==> config.mk <==
export PLATFORM = sky130hd
export DESIGN_NAME = overflow_safe_multiply_divide
export DESIGN_NICKNAME = d
export VERILOG_FILES = /design/src/rtl/core/osmd_pkg.sv /design/src/rtl/core/osmd_engine.sv /design/src/rtl/core/overflow_safe_multiply_divide.sv
export SDC_FILE = /design/constraint.sdc
export NUM_CORES = 2
export LEC_CHECK = 0
export BUFFER_PORTS_ARGS = -buffer_cell sky130_fd_sc_hd__buf_2
export CORE_MARGIN = 2
export CORE_UTILIZATION = 30
export DETAILED_ROUTE_END_ITERATION = 10
export SYNTH_ARGS = -nofsm -noshare
export SYNTH_HDL_FRONTEND = slang
export SYNTH_SLANG_ARGS = --single-unit
==> constraint.sdc <==
create_clock -name clock -period 14.75 [get_ports clock]
set_clock_uncertainty 0.1 [all_clocks]
set_input_delay 2.95 -clock clock [delete_from_list [all_inputs] [get_ports clock]]
set_output_delay 2.95 -clock clock [all_outputs]
set_load 0.005 [all_outputs]
==> src/rtl/core/osmd_pkg.sv <==
// Package for the overflow-safe multiply-divide block.
// Holds the operand width, status codes and the structs between top level and engine.
// No dependencies.
`timescale 1ns / 1ps
`default_nettype none

package osmd_pkg;

   localparam int FIELD_W = 64;
   localparam int WIDTH   = 64;

   typedef enum logic [1:0] {
      STATUS_OK       = 2'd0,
      STATUS_DIV_ZERO = 2'd1,
      STATUS_OVERFLOW = 2'd2
   } osmd_status_type;

   typedef struct packed {
      logic start;
      logic ack;
      logic sgn;
   } osmd_ctrl_type;

   typedef struct packed {
      logic ready;
      logic valid;
   } osmd_stat_type;

   typedef struct packed {
      logic [WIDTH-1:0] quotient;
      logic [WIDTH-1:0] remainder;
      osmd_status_type  status;
   } osmd_result_type;

endpackage

`default_nettype wire

==> src/rtl/core/osmd_engine.sv <==
// Bit-serial engine: shift-add multiply, then restoring divide of the double-width product.
// Depends on osmd_pkg for widths, status codes and the control structs.
`timescale 1ns / 1ps
`default_nettype none

module osmd_engine (
   input  wire                          clock,
   input  wire                          reset,
   input  osmd_pkg::osmd_ctrl_type      ctrl,
   input  wire  [osmd_pkg::WIDTH-1:0]   op_a,
   input  wire  [osmd_pkg::WIDTH-1:0]   op_b,
   input  wire  [osmd_pkg::WIDTH-1:0]   op_d,
   output osmd_pkg::osmd_stat_type      stat,
   output osmd_pkg::osmd_result_type    result
);
   import osmd_pkg::*;

   localparam int CNT_W = $clog2(2 * WIDTH);

   typedef enum logic [5:0] {
      ST_IDLE = 6'b000001,
      ST_MUL  = 6'b000010,
      ST_PREP = 6'b000100,
      ST_DIV  = 6'b001000,
      ST_FIN  = 6'b010000,
      ST_DONE = 6'b100000
   } state_type;

   function automatic logic [WIDTH-1:0] magnitude(input logic [WIDTH-1:0] v, input logic sgn);
      magnitude = (sgn && v[WIDTH-1]) ? (~v + {{(WIDTH-1){1'b0}}, 1'b1}) : v;
   endfunction

   state_type         state_ff, state_in;
   logic [CNT_W-1:0]  cnt_ff, cnt_in;
   logic [WIDTH-1:0]  a_ff, a_in;
   logic [WIDTH-1:0]  d_ff, d_in;
   logic [WIDTH-1:0]  hi_ff, hi_in;
   logic [2*WIDTH-1:0] n_ff, n_in;
   logic              pn_ff, pn_in;
   logic              nd_ff, nd_in;
   logic              sgn_ff, sgn_in;
   logic              dz_ff, dz_in;
   logic              nz_ff, nz_in;
   osmd_result_type   res_ff, res_in;

   logic [WIDTH:0]    mul_sum;
   logic              div_carry;
   logic [WIDTH-1:0]  div_shift;
   logic [WIDTH+1:0]  div_diff;
   logic              div_ge;
   logic [WIDTH-1:0]  d_mag;
   logic [WIDTH-1:0]  qlo;
   logic              pneg, qneg, ovf;
   logic [WIDTH-1:0]  lim;

   always_comb begin
      mul_sum   = {1'b0, hi_ff} + {1'b0, (n_ff[0] ? a_ff : {WIDTH{1'b0}})};
      div_carry = hi_ff[WIDTH-1];
      div_shift = {hi_ff[WIDTH-2:0], n_ff[2*WIDTH-1]};
      div_diff  = {1'b0, div_carry, div_shift} - {2'b00, d_ff};
      div_ge    = ~div_diff[WIDTH+1];
      d_mag     = magnitude(op_d, ctrl.sgn);
      qlo       = n_ff[WIDTH-1:0];
      pneg      = pn_ff && nz_ff;
      qneg      = (pneg != nd_ff) && (|n_ff);
      lim       = {1'b0, {(WIDTH-1){1'b1}}} + {{(WIDTH-1){1'b0}}, qneg};
      ovf       = (|n_ff[2*WIDTH-1:WIDTH]) || (sgn_ff && (qlo > lim));
   end

   always_comb begin
      state_in = state_ff;
      cnt_in   = cnt_ff;
      a_in     = a_ff;
      d_in     = d_ff;
      hi_in    = hi_ff;
      n_in     = n_ff;
      pn_in    = pn_ff;
      nd_in    = nd_ff;
      sgn_in   = sgn_ff;
      dz_in    = dz_ff;
      nz_in    = nz_ff;
      res_in   = res_ff;
      unique case (state_ff)
         ST_IDLE: begin
            if (ctrl.start) begin
               a_in     = magnitude(op_a, ctrl.sgn);
               n_in     = {{WIDTH{1'b0}}, magnitude(op_b, ctrl.sgn)};
               d_in     = d_mag;
               hi_in    = '0;
               pn_in    = ctrl.sgn && (op_a[WIDTH-1] != op_b[WIDTH-1]);
               nd_in    = ctrl.sgn && op_d[WIDTH-1];
               sgn_in   = ctrl.sgn;
               dz_in    = ~(|d_mag);
               cnt_in   = CNT_W'(WIDTH - 1);
               state_in = (~(|d_mag)) ? ST_FIN : ST_MUL;
            end
         end
         ST_MUL: begin
            hi_in  = mul_sum[WIDTH:1];
            n_in   = {n_ff[2*WIDTH-1:WIDTH], mul_sum[0], n_ff[WIDTH-1:1]};
            cnt_in = cnt_ff - CNT_W'(1);
            if (cnt_ff == '0) begin
               state_in = ST_PREP;
            end
         end
         ST_PREP: begin
            nz_in = (|hi_ff) || (|n_ff[WIDTH-1:0]);
            if (hi_ff < d_ff) begin
               n_in   = {n_ff[WIDTH-1:0], {WIDTH{1'b0}}};
               cnt_in = CNT_W'(WIDTH - 1);
            end else begin
               n_in   = {hi_ff, n_ff[WIDTH-1:0]};
               hi_in  = '0;
               cnt_in = CNT_W'(2 * WIDTH - 1);
            end
            state_in = ST_DIV;
         end
         ST_DIV: begin
            hi_in  = div_ge ? div_diff[WIDTH-1:0] : div_shift;
            n_in   = {n_ff[2*WIDTH-2:0], div_ge};
            cnt_in = cnt_ff - CNT_W'(1);
            if (cnt_ff == '0) begin
               state_in = ST_FIN;
            end
         end
         ST_FIN: begin
            if (dz_ff) begin
               res_in.quotient  = '0;
               res_in.remainder = '0;
               res_in.status    = STATUS_DIV_ZERO;
            end else begin
               res_in.quotient  = qneg ? (~qlo + {{(WIDTH-1){1'b0}}, 1'b1}) : qlo;
               res_in.remainder = pneg ? (~hi_ff + {{(WIDTH-1){1'b0}}, 1'b1}) : hi_ff;
               res_in.status    = ovf ? STATUS_OVERFLOW : STATUS_OK;
            end
            state_in = ST_DONE;
         end
         ST_DONE: begin
            if (ctrl.ack) begin
               state_in = ST_IDLE;
            end
         end
         default: begin
            state_in = ST_IDLE;
         end
      endcase
   end

   always_ff @(posedge clock) begin
      if (reset) begin
         state_ff <= ST_IDLE;
      end else begin
         state_ff <= state_in;
      end
      cnt_ff <= cnt_in;
      a_ff   <= a_in;
      d_ff   <= d_in;
      hi_ff  <= hi_in;
      n_ff   <= n_in;
      pn_ff  <= pn_in;
      nd_ff  <= nd_in;
      sgn_ff <= sgn_in;
      dz_ff  <= dz_in;
      nz_ff  <= nz_in;
      res_ff <= res_in;
   end

   assign stat.ready = (state_ff == ST_IDLE);
   assign stat.valid = (state_ff == ST_DONE);
   assign result     = res_ff;

   // partial remainder stays below the divisor through the divide
   a_rem_bound: assert property (@(posedge clock) disable iff (reset)
      (state_ff == ST_DIV) |-> (hi_ff < d_ff))
      else $error("partial remainder not below divisor");

   a_no_zero_div: assert property (@(posedge clock) disable iff (reset)
      (state_ff == ST_PREP) |-> !dz_ff)
      else $error("zero divisor reached the divide");

   a_result_hold: assert property (@(posedge clock) disable iff (reset)
      (stat.valid && !ctrl.ack) |=> (stat.valid && $stable(res_ff)))
      else $error("result dropped before transfer");

endmodule

`default_nettype wire

==> src/rtl/core/overflow_safe_multiply_divide.sv <==
// Top level of the overflow-safe multiply-divide block: handshakes, mode register, result register.
// Depends on osmd_pkg and osmd_engine.
// A request is taken while the engine is idle; it then runs the shift-add multiply loop,
// a prepare step, the restoring divide loop (longer when the high product word is not below
// the divisor; WIDTH = 64), a finish step and the done state; a zero divisor goes straight to
// the finish step. The next request is taken while a finished response waits in rsp_ff.
// Reset (synchronous, active high): engine idle, response register empty, signed_mode = 1.
`timescale 1ns / 1ps
`default_nettype none

module overflow_safe_multiply_divide (
   input  wire                           clock,
   input  wire                           reset,
   input  wire                           req_valid,
   output logic                          req_ready,
   input  wire  [osmd_pkg::FIELD_W-1:0]  req_multiplicand,
   input  wire  [osmd_pkg::FIELD_W-1:0]  req_multiplier,
   input  wire  [osmd_pkg::FIELD_W-1:0]  req_divisor,
   output logic                          rsp_valid,
   input  wire                           rsp_ready,
   output logic [osmd_pkg::FIELD_W-1:0]  rsp_quotient,
   output logic [osmd_pkg::FIELD_W-1:0]  rsp_remainder,
   output logic [1:0]                    rsp_status,
   input  wire                           csr_valid,
   output logic                          csr_ready,
   input  wire                           csr_wdata
);
   import osmd_pkg::*;

   logic            signed_mode_ff, signed_mode_in;
   logic            rsp_valid_ff, rsp_valid_in;
   osmd_result_type rsp_ff, rsp_in;
   osmd_ctrl_type   ctrl;
   osmd_stat_type   stat;
   osmd_result_type eng_result;
   logic            load;

   assign csr_ready = 1'b1;
   assign req_ready = stat.ready;
   assign load      = stat.valid && (!rsp_valid_ff || rsp_ready);

   always_comb begin
      ctrl.start = req_valid && stat.ready;
      ctrl.ack   = load;
      ctrl.sgn   = signed_mode_ff;
   end

   always_comb begin
      signed_mode_in = signed_mode_ff;
      if (csr_valid) begin
         signed_mode_in = csr_wdata;
      end
      rsp_valid_in = rsp_valid_ff;
      rsp_in       = rsp_ff;
      priority if (load) begin
         rsp_valid_in = 1'b1;
         rsp_in       = eng_result;
      end else if (rsp_ready) begin
         rsp_valid_in = 1'b0;
      end
   end

   always_ff @(posedge clock) begin
      if (reset) begin
         signed_mode_ff <= 1'b1;
         rsp_valid_ff   <= 1'b0;
      end else begin
         signed_mode_ff <= signed_mode_in;
         rsp_valid_ff   <= rsp_valid_in;
      end
      rsp_ff <= rsp_in;
   end

   osmd_engine u_engine (
      .clock  (clock),
      .reset  (reset),
      .ctrl   (ctrl),
      .op_a   (req_multiplicand[WIDTH-1:0]),
      .op_b   (req_multiplier[WIDTH-1:0]),
      .op_d   (req_divisor[WIDTH-1:0]),
      .stat   (stat),
      .result (eng_result)
   );

   assign rsp_valid     = rsp_valid_ff;
   assign rsp_quotient  = FIELD_W'(rsp_ff.quotient);
   assign rsp_remainder = FIELD_W'(rsp_ff.remainder);
   assign rsp_status    = rsp_ff.status;

endmodule

`default_nettype wire
==> out/qor.yml <==
synthesis:
  synth_edf_count: 592
  synthesized_flop_and_latch_total: 600
  postSynthCellCount: 4306
  synth_flop_cell: "sky130_fd_sc_hd__edfxtp_1"
  post_synth_num_cell_types: 88
  synth-warning-count: 0
  seq_area_frac_synth_pct: 43.4
  yosys-top-cells-area: "sky130_fd_sc_hd__edfxtp_1, sky130_fd_sc_hd__ha_1, sky130_fd_sc_hd__xnor2_1, sky130_fd_sc_hd__xor2_1, sky130_fd_sc_hd__o21ai_0"
  synthesis.nets: 4768
  post_synth_instance_area_um2: 41300
  synth.avg_cell_area_um2: 9.59
  top_cell_type_by_total_area_after_synthesis: "sky130_fd_sc_hd__edfxtp_1"
  postSynth.asyncResetShare_pct: 0
  area_share_of_the_largest_cell_type_after_synthesis_pct: 43.0
cts:
  numCtsBuffers: 71
  cts.reportedPaths.clkPinSlew_ns: 0.06
  cts.root.buffer_cell: "sky130_fd_sc_hd__clkbuf_16"
  cts_max_level: 3
  cts_post_setup_buffers_inserted: 0
  post_cts_hold_buffer_count: 0
  clock_sinks: 600
  cts_tree: "done"
  post_cts_resized: 0
  cts.path.max_buffers: 3
  clock_latency_ns: 0.67
finish:
  filler_cell_count: 14000
  final_nets: 5011
  synthToLayoutAreaGrowth_pct: 14.8
  mostFrequentLayoutCells: "sky130_fd_sc_hd__edfxtp_1, sky130_fd_sc_hd__nand2_1, sky130_fd_sc_hd__o21ai_0"
  fraction_of_layout_cells_with_a_size_suffix_above_1_pct: 12.7
  final_common_cell: "sky130_fd_sc_hd__edfxtp_1"
  fin_area_um2: 47400
sta:
  rsz_0062_raised_after_global_routing: "no"
  timing.setup.tns_ns: 0
  tightestPinTransition_ns: 1.45
  finalCritPeriodShare_pct: 47.7
  period_needed_ns: 7.03
  setup_viol: 0
  slew-limit-headroom_pct: 2.24
  finalMaxSlewViolations: 0
  report.final.hold_viol_count: 0
  max_freq_mhz: 142
detailed_routing:
  firstDrtPassIters: 6
  routed_wire_length_um: 159000
  antenna_left: 0
  vias_per_cell: 5.61
  dr.first_iter.drc_count: 3458
  routedWlPerCell_um: 24.9
  routed-via-count: 35900
  drt_drc_violations_left: 0
run:
  drv_cap: 0
floorplanning:
  chipWidth_um: 375
  die_footprint_um2: 141000
  start_util_pct: 30.1
  rows: 136
  floorplan.die.height_um: 375
  coreArea_um2: 137000
  ioPinCount: 331
placement:
  gp_congestion: 0.974
  place_hpwl_um: 118000
  numPortBuffers: 329
  detailed_place.area_um2: 45000
global_route:
  grt_usage_pct: 21.9
  grt_pass1_wl_um: 228000
  maximum_number_of_pins_on_one_net_before_global_route_repair: 82
  first_global_vias: 34400
  grt_overflow_total: 0
  grt_antenna_before_repair: 39
worst_setup_path:
  worst-r2r-cell-count: 19
  critical_path.reg2reg.startpoint: "u_engine.n_ff[39]$_DFFE_PP_"
  sort_of_element_at_the_end_of_the_critical_path: "flip-flop"
  cp-endpoint: "u_engine.state_ff[1]$_SDFFE_PP0P_"
  worst-endpoint-arrival_ns: 7.48
  worst_setup_path_start_kind: "primary input"
  criticalPathCategory: "primary input to flip-flop"
  crit_path_max_fanout: 7
  setup.reg_to_reg.worst_slack_ns: 7.93
  worst_setup_path_startpoint: "req_divisor[1]"
  r2r_end: "u_engine.result[1]$_SDFFCE_PP0P_"
  critPathRequiredTime_ns: 15.20
power:
  ir_drop_uv: 80.0
  power_w: 0.00599
  power.share.sequential_pct: 38.2
  power.switching_w: 0.00225
  fraction_of_power_spent_switching_nets_pct: 37.5
  relative_contribution_of_combinational_cells_to_total_power_pct: 31.6
  power_density_nw_per_um2: 126
  clockPowerShare_pct: 30.2
  internal-power_w: 0.00374
  p_leak_nw: 17.7
hold_path:
  class_of_the_tightest_hold_or_removal_check: "flip-flop to flip-flop"
outcome:
  run_status: "completed"
[flip-flops by register name, indices dropped and copies added, names as in the netlist, 2 cells and up]
register and flops:
rsp_quotient 64, u_engine.result 130, rsp_remainder 64, u_engine.n_ff 128
u_engine.hi_ff 64, rsp_status 2, u_engine.d_ff 64, u_engine.a_ff 64
u_engine.state_ff 6, u_engine.cnt_ff 7
[kinds of logic after synthesis]
| logic type | Yosys count | share of synthesized area [%] |
|---|---|---|
| adders and majority gates | 264 | 8.03 |
| buffers and inverters | 385 | 3.57 |
| DFF | 600 | 43.4 |
| and+or+nand+nor | 1394 | 16.7 |
| AOI/OAI and AO/OA | 1194 | 18.1 |
| other | 1 | 0.00908 |
| muxes | 48 | 1.17 |
| xor gates and xnor gates | 420 | 8.91 |
[routing by layer]
layer / GRT usage, % / routed length, um
met5: 0 / 159
met4: 12.7 / 10700
met1: 25.3 / 59500
met2: 37.7 / 77100
met3: 4.26 / 12000
[power by group through the flow]
stage | clock network [W] | logic (W) | registers [W]
global route | 0.00190 | 0.00204 | 0.00229
CTS | 0.00184 | 0.00187 | 0.00228
global placement | 0 | 0.00184 | 0.00231
detailed placement | 0 | 0.00186 | 0.00231
floorplan | 0 | 0.00122 | 0.00221
finish | 0.00181 | 0.00189 | 0.00229
[cell type report]
type                    instances  area [um2]  area share, %
diodes                          3        7.51         0.0158
clock buffers                  80        1840           3.88
clock inverters                45         519           1.10
inverters                     127         479           1.01
multi-input cells            3321       22000           46.4
flip-flops and latches        600       17900           37.8
well taps                    1794        2240           4.73
repair buffers                428        2390           5.04
[worst min path at each step]
stage	from	endpoint	slack [ns]	depth (start not counted)
after floorplan	u_engine.result[66]$_SDFFCE_PP0P_	rsp_quotient[0]$_DFFE_PP_	0.30	0
after global placement	u_engine.result[88]$_SDFFCE_PP0P_	rsp_quotient[22]$_DFFE_PP_	0.30	0
after detailed placement	u_engine.result[90]$_SDFFCE_PP0P_	rsp_quotient[24]$_DFFE_PP_	0.30	0
after CTS	u_engine.result[9]$_SDFFCE_PP0P_	rsp_remainder[7]$_DFFE_PP_	0.32	0
after global routing	u_engine.result[9]$_SDFFCE_PP0P_	rsp_remainder[7]$_DFFE_PP_	0.32	0
final	u_engine.result[53]$_SDFFCE_PP0P_	rsp_remainder[51]$_DFFE_PP_	0.31	0
[cells in the mapped netlist, types with 8 or more instances]
cell and instances:
sky130_fd_sc_hd__edfxtp_1 592, sky130_fd_sc_hd__nand2_1 403, sky130_fd_sc_hd__o21ai_0 345, sky130_fd_sc_hd__nor2_1 325
sky130_fd_sc_hd__a21oi_1 294, sky130_fd_sc_hd__ha_1 262, sky130_fd_sc_hd__clkbuf_1 237, sky130_fd_sc_hd__xnor2_1 218
sky130_fd_sc_hd__xor2_1 202, sky130_fd_sc_hd__inv_1 125, sky130_fd_sc_hd__nand3_1 119, sky130_fd_sc_hd__a21o_1 101
sky130_fd_sc_hd__and2_1 87, sky130_fd_sc_hd__nand4_1 80, sky130_fd_sc_hd__nor3_1 76, sky130_fd_sc_hd__a22oi_1 73
sky130_fd_sc_hd__nor4_1 71, sky130_fd_sc_hd__a221oi_1 69, sky130_fd_sc_hd__o31ai_1 57, sky130_fd_sc_hd__o22ai_1 46
sky130_fd_sc_hd__mux2i_1 45, sky130_fd_sc_hd__or3_1 44, sky130_fd_sc_hd__nand2b_1 38, sky130_fd_sc_hd__nor2b_1 34
sky130_fd_sc_hd__a31oi_1 31, sky130_fd_sc_hd__o41ai_1 30, sky130_fd_sc_hd__or4_1 27, sky130_fd_sc_hd__o21bai_1 22
sky130_fd_sc_hd__a211oi_1 21, sky130_fd_sc_hd__o21a_1 21, sky130_fd_sc_hd__o211ai_1 18, sky130_fd_sc_hd__and3_1 17
sky130_fd_sc_hd__nand3b_1 16, sky130_fd_sc_hd__buf_1 13, sky130_fd_sc_hd__a41oi_1 11, sky130_fd_sc_hd__dfxtp_1 8
sky130_fd_sc_hd__or2_2 8
[worst max-delay path, stage by stage]
cell                      delay [ns]
sky130_fd_sc_hd__buf_2          0.12
sky130_fd_sc_hd__inv_1          0.07
sky130_fd_sc_hd__ha_1           0.22
sky130_fd_sc_hd__nor4b_1        0.95
sky130_fd_sc_hd__and3_1         0.40
sky130_fd_sc_hd__nand4_1        0.31
sky130_fd_sc_hd__o41ai_1        0.51
sky130_fd_sc_hd__xnor2_1        0.14
sky130_fd_sc_hd__nor4_1         0.33
sky130_fd_sc_hd__nand4_1        0.15
sky130_fd_sc_hd__nor4_1         0.42
sky130_fd_sc_hd__nand4_1        0.51
sky130_fd_sc_hd__a22oi_1        0.33
sky130_fd_sc_hd__nor2_1         0.06
[per-stage QoR]
| stage | worst slack [ns] | cells | utilization, % | hold slack [ns] |
|---|---|---|---|---|
| floorplan | 5.20 | 4306 | - | 0.300 |
| CTS | 7.95 | 6395 | 34.6 | 0.317 |
| global route | 7.44 | 6396 | 34.6 | 0.322 |
| global placement | 7.24 | 6270 | 32.8 | 0.303 |
| finish | 7.72 | 6398 | 34.6 | 0.314 |
| detailed placement | 7.23 | 6270 | 32.8 | 0.305 |
Note: power is estimated with default switching activity, not from simulation.
